[src/design/assert_macros.svh]
// ============================================================================
// Assertion macros
// Shared concurrent assertion macros for the record ring queue RTL.
// ============================================================================
`ifndef ASSERT_MACROS_SVH
`define ASSERT_MACROS_SVH
`ifndef SYNTHESIS
// Assertion that is switched off while reset is held.
`define ASSERT_RST(label, clk, rstn, prop, msg) \
    label: assert property (@(posedge clk) disable iff (!rstn) prop) else $error(msg);
// Assertion that is checked on every clock edge, reset included.
`define ASSERT_ALWAYS(label, clk, prop, msg) \
    label: assert property (@(posedge clk) prop) else $error(msg);
`else
`define ASSERT_RST(label, clk, rstn, prop, msg)
`define ASSERT_ALWAYS(label, clk, prop, msg)
`endif
`endif

[src/design/vrrq_pkg.sv]
// ============================================================================
// Record ring queue package
// Constants, codes and control/status structs shared by the queue modules.
// ============================================================================
package vrrq_pkg;

    // Ring storage geometry.
    localparam int BUFFER_DEPTH = 4096;
    localparam int ADDR_W       = $clog2(BUFFER_DEPTH);
    localparam int PTR_W        = ADDR_W + 1;
    localparam int MIN_RING     = 8;
    localparam int HEADER_BYTES = 4;
    localparam int MAX_RECORD   = 63;

    // Field widths.
    localparam int CMD_W      = 3;
    localparam int LEN_W      = 6;
    localparam int BYTE_W     = 8;
    localparam int STATUS_W   = 2;
    localparam int COUNT_W    = 11;
    localparam int S_DATA_W   = 24;
    localparam int M_DATA_W   = 32;
    localparam int CFG_IDX_W  = 1;
    localparam int CFG_DATA_W = 13;

    // Command codes.
    localparam logic [CMD_W-1:0] CMD_PUSH_HDR  = 3'd0;
    localparam logic [CMD_W-1:0] CMD_PUSH_BYTE = 3'd1;
    localparam logic [CMD_W-1:0] CMD_POP       = 3'd2;
    localparam logic [CMD_W-1:0] CMD_PEEK      = 3'd3;
    localparam logic [CMD_W-1:0] CMD_DELETE    = 3'd4;
    localparam logic [CMD_W-1:0] CMD_CLEAR     = 3'd5;

    // Status codes.
    localparam logic [STATUS_W-1:0] ST_OK       = 2'd0;
    localparam logic [STATUS_W-1:0] ST_TOO_BIG  = 2'd1;
    localparam logic [STATUS_W-1:0] ST_OVERFLOW = 2'd2;
    localparam logic [STATUS_W-1:0] ST_EMPTY    = 2'd3;

    // Configuration register indexes.
    localparam logic [CFG_IDX_W-1:0] CFG_BUFFER_BYTES = 1'd0;
    localparam logic [CFG_IDX_W-1:0] CFG_MAX_RECORD   = 1'd1;

    // Commands from the controller to the datapath.
    typedef struct packed {
        logic take_item;
        logic do_exec;
        logic addr_stream;
        logic byte_emit;
    } cmd_t;

    // Status from the datapath to the controller.
    typedef struct packed {
        logic out_free;
        logic exec_streams;
        logic last_byte;
    } stat_t;

endpackage

[src/design/vrrq_ctrl.sv]
// ============================================================================
// Record ring queue controller
// Sequences item acceptance, execution and payload byte streaming.
// ============================================================================
`include "assert_macros.svh"

module vrrq_ctrl (
    input  logic           aclk,
    input  logic           aresetn,
    input  logic           s_tvalid,
    output logic           s_tready,
    input  vrrq_pkg::stat_t dp_stat,
    output vrrq_pkg::cmd_t  ctrl_cmd
);

    localparam logic [1:0] S_IDLE  = 2'd0;
    localparam logic [1:0] S_EXEC  = 2'd1;
    localparam logic [1:0] S_RDREQ = 2'd2;
    localparam logic [1:0] S_RDOUT = 2'd3;

    logic [1:0] state_reg;
    logic [1:0] state_next;

    // Next state and datapath commands.
    always_comb begin
        state_next           = state_reg;
        ctrl_cmd             = '0;
        s_tready             = 1'b0;
        case (state_reg)
            S_IDLE: begin
                s_tready = 1'b1;
                if (s_tvalid) begin
                    ctrl_cmd.take_item = 1'b1;
                    state_next         = S_EXEC;
                end
            end
            S_EXEC: begin
                if (dp_stat.out_free) begin
                    ctrl_cmd.do_exec = 1'b1;
                    state_next       = dp_stat.exec_streams ? S_RDREQ : S_IDLE;
                end
            end
            S_RDREQ: begin
                ctrl_cmd.addr_stream = 1'b1;
                state_next           = S_RDOUT;
            end
            S_RDOUT: begin
                ctrl_cmd.addr_stream = 1'b1;
                if (dp_stat.out_free) begin
                    ctrl_cmd.byte_emit = 1'b1;
                    state_next         = dp_stat.last_byte ? S_IDLE : S_RDREQ;
                end
            end
            default: begin
                state_next = S_IDLE;
            end
        endcase
    end

    // State register.
    always_ff @(posedge aclk) begin
        if (!aresetn) begin
            state_reg <= S_IDLE;
        end else begin
            state_reg <= state_next;
        end
    end

    // At most one item action is issued in any cycle.
    `ASSERT_ALWAYS(a_single_action, aclk,
        $onehot0({ctrl_cmd.take_item, ctrl_cmd.do_exec, ctrl_cmd.byte_emit}),
        "controller issued more than one item action")

endmodule

[config.mk]
export PLATFORM = sky130hd
export DESIGN_NAME = vrrq_ctrl
export DESIGN_NICKNAME = d
export VERILOG_FILES = /design/src/design/vrrq_pkg.sv /design/src/design/vrrq_ctrl.sv
export VERILOG_INCLUDE_DIRS = /design/src /design/src/design
export SDC_FILE = /design/constraint.sdc
export NUM_CORES = 1
export LEC_CHECK = 0
export ABC_AREA = 1
export BUFFER_PORTS_ARGS = -buffer_cell sky130_fd_sc_hd__buf_4
export CAP_MARGIN = 20
export CORE_AREA = 2 2 39 41
export CTS_BUF_LIST = sky130_fd_sc_hd__clkbuf_2
export CTS_CLUSTER_SIZE = 24
export DETAILED_ROUTE_END_ITERATION = 10
export DIE_AREA = 0 0 41 43
export HOLD_SLACK_MARGIN = 0.15
export SYNTH_ARGS = -nofsm -noshare
export SYNTH_HDL_FRONTEND = slang
export SYNTH_SLANG_ARGS = --single-unit
[constraint.sdc]
create_clock -name aclk -period 0.9 [get_ports aclk]
set_input_delay 0.045 -clock aclk [delete_from_list [all_inputs] [get_ports aclk]]
set_output_delay 0.045 -clock aclk [all_outputs]
set_load 0.01 [all_outputs]
# ---- Word-level counts from Yosys, hierarchy flattened
# Cells that the tools add are included.
dict set report word_totals {
  regBits 2
  elab_cells 23
  inputBits 6
}
dict set report op_classes {
  n_reduce_logical 3
  eq_ne 6
  muxes 13
}
# operator n
set ops {}
lappend ops {{$mux 2} 5}
lappend ops {{$pmux 2 s4} 1}
lappend ops {{$mux 1} 7}
lappend ops {{$ne 2x2->1 const B} 3}
lappend ops {{$eq 2x2->1 const B} 2}
lappend ops {{$reduce_and 3->1} 1}
lappend ops {{$eq 2x1->1 const B} 1}
lappend ops {{$logic_not 2->1} 1}
lappend ops {{$reduce_or 2->1} 1}

# ---- Logic depth before layout (Yosys ltp)
dict set report logic_depth {
  ltp_word 3
  depth_mapped 3
}

# ---- Worst setup path after synthesis
# Ideal clock, no wire load.
dict set report synth_path {
  path_kind {flip-flop to flip-flop}
  start {reg state_reg[1]}
  end {reg state_reg[0]}
  setup_ns 0.129
  synth_period_minus_slack_ns 0.758
  t_arrival_ns 0.629
  path_buffers 0
  setup_slack_ns 0.142
  path_stages_with_launch 3
  cell_sequence {dfxtp_1 > nor2_1 > a21oi_1}
}
dict set report synth_via {
  elab_chain_len 3
}
# item line_no
set synth_rtl {}
lappend synth_rtl {{start: declaration} vrrq_ctrl.sv:21} ;# logic [1:0] state_reg;
lappend synth_rtl {{start signal: assignment} vrrq_ctrl.sv:65} ;# state_reg <= state_next;
lappend synth_rtl {{$eq 2x1->1 (tied with other cells)} vrrq_ctrl.sv:29} ;# case (state_reg)
lappend synth_rtl {{$ne 2x2->1 (no line)} --}
lappend synth_rtl {{$reduce_and 3->1 (no line)} --}
# Several ways; a longest one is shown, not always the timed one.
# A chain may end at the register's enable or synchronous reset.

# ---- Final worst setup path
dict set report layout_path {
  start {in dp_stat[2] (netlist name)}
  end {reg state_reg[1]}
}
dict set report layout_via {
  elab_chain_len 2
}
# item line_no
set layout_rtl {}
lappend layout_rtl {{start: declaration} vrrq_ctrl.sv:12} ;# input vrrq_pkg::stat_t dp_stat,
lappend layout_rtl {{$ne 2x2->1 (no line)} --}
lappend layout_rtl {{$reduce_and 3->1 (no line) (*)} --}
# Every way passes the cells marked *; elsewhere a longest branch is shown, timed or not.

==> metrics.txt <==
status completed; Initial DRC Count 0; Startpoint Class primary input; Setup WS pre-CTS between 0.15 and 0.2 ns; Peak Freq about 1200 MHz; hpwl dp between 200 and 250 µm; Total GRT Usage under 10%; die area around 1800 µm²; die extent in y 43 µm; Crit path buffers/inverters 2; EDFF count, synth 0; TritonCTS clock tree yes; setup violators final 0; fin crit period roughly 0.87 ns; Synth Net Count 23; Post-Syn Area per Cell between 6 and 7 µm²; total power between 300 and 400 µW; CTS Buffer Depth 2; final hold viol count 0; largest net degree at the start of global routing 7; first-pass GRT wire length 621 µm; grt ovf 0; slowest stage delay, CP between 0.5 and 0.6 ns; CP max FO 3; Avg WL per Cell a little over 9 µm; utilization after layout between 20% and 30%; DR vias/cell between 3 and 4; Seq/Total Area, Yosys between 30% and 40%; port bufs 10; Routed Antenna Nets 0; leakage power between 0.1 and 0.15 nW; Worst Path Arrival roughly 0.98 ns; initial antenna violation count 0; Netlist cell types 9; Primary FF master, synth dfxtp_1; Filler Cells Inserted between 150 and 200; worst-path cell chain buf_4, dlygate4sd3_1, nand4_1, a21oi_2; Max-Cap Viols 0; boundary pin count 11; # DRC 0; area leader, netlist dfxtp_1; power density cells approximately 1200 nW/µm²; WS Path Type primary input to flip-flop; H-tree depth 1; clock slew at reported path FFs 0.03 ns; area share of the largest cell type after synthesis about 39%; RSZ-0062 raised after global routing true; Mapped Area about 100 µm²; Cell Rows 14; drt total wl 465 µm; Clk Latency, worst-skew pair between 0.15 and 0.2 ns; Area growth, synth to finish 183.1%; clk sink count 2; worst slew pin tran roughly 0.13 ns; hold_ws about 0.15 ns; Slew Limit Headroom 91.60%; ant diodes 0; asr flop ratio synth 0%; Ys Warns 0; final worst slack ~0.033 ns; CTS Buf Count 3; Die Width between 40 and 50 µm; worst path required time just over 1 ns; fin crit share a little under 100%; slowest cell on the critical path dlygate4sd3_1; GPL Wtd Cong ~0.42; synth top area cells dfxtp_1, inv_1, nand2_1; Max Slew Vio Count 0; starting density of the core ~7.5%; Yosys reg bits 2; root buffer cell clkbuf_2; DR pass1 iterations 1; Layout Nets 43; vias in the first global route roughly 190; routed vias 181; share of cells above drive strength 1 57.14%; Largest register FFs 2; area of placed instances a little under 200 µm²; Final Cell Area between 200 and 300 µm²; Setup crit end kind flip-flop; CORE AREA approximately 1400 µm²; Gate Count Post-Synth 17; HP Class primary input to flip-flop; peak supply drop approximately 0.23 mV; Setup Skew about 0.005 ns; synth cell count leaders inv_1, nand2_1, nor2_1; cell family with most CP delay buffers and inverters
[kinds of logic after synthesis]
logic type	count (synthesis)	share of synthesized area [%]
buf+inv	4	14.45
flops	2	38.56
compound gates	2	9.639
simple gates	9	37.34
[worst reg2reg max path, delay by kind of cell, from the launching register on]
kind / cells / cell delay (ns)
DFF: 1 / 0.35
buffers and inverters: 1 / 0.13
AOI/OAI and AO/OA: 1 / 0.13
and+or+nand+nor: 2 / 0.12
[power breakdown]
part | internal [mW] | switching (mW) | total (mW)
clock | 0.0886 | 0.0501 | 0.139
sequential | 0.0941 | 0.0100 | 0.104
combinational | 0.0604 | 0.0389 | 0.0993
total | 0.243 | 0.0990 | 0.342
[stage by stage]
stage	TNS, ns	cells
2_1_floorplan	0	17
3_3_place_gp	0	42
3_5_place_dp	0	42
4_1_cts	0	51
5_1_grt	-0.03993	51
6_report	0	51
[final cells by class]
| cell class | count | area (µm²) | area share (%) |
|---|---|---|---|
| repair buffers | 16 | 132.6 | 45.11 |
| multi-input cells | 11 | 67.56 | 22.98 |
| flip-flops and latches | 2 | 47.55 | 16.17 |
| well taps | 16 | 20.02 | 6.809 |
| clock buffers | 3 | 15.01 | 5.106 |
| inverters | 3 | 11.26 | 3.830 |
[metal layers]
metal / vias to the layer above / global-route usage, % / wire (µm)
met5: - / 0 / 0
met4: 0 / 8.000 / 0
met3: 0 / 4.712 / 48
met2: 8 / 12.50 / 281
met1: 83 / 1.270 / 135
li1: 90 / - / -
[layout by cell type (no fill, tap or decap)]
cell           count
a21oi_1            1
a21oi_2            1
buf_4             11
clkbuf_2           3
dfxtp_4            2
dlygate4sd3_1      5
inv_1              3
nand2_1            2
nand2_4            1
nand3_1            1
nand4_1            1
nor2_1             2
nor2_2             1
nor3_2             1
[timing repair]
item / CTS / global route
resized for setup: 4 / 5
pin swaps: 1 / 1
endpoints found under the hold margin: 2 / 0
endpoints found under the setup margin: 3 / 4
setup buffers: 1 / 0
hold buffers: 5 / 0
[worst paths after layout]
path                              startpoint            to  slack, ns  depth (start not counted)
worst max-delay path              dp_stat[2]  state_reg[1]       0.03                          4
worst min-delay path              dp_stat[2]  state_reg[0]       0.15                          4
worst max register to register  state_reg[0]  state_reg[1]       0.09                          4
worst min register to register  state_reg[1]  state_reg[1]       0.53                          2
(Power assumes the default switching activity.)
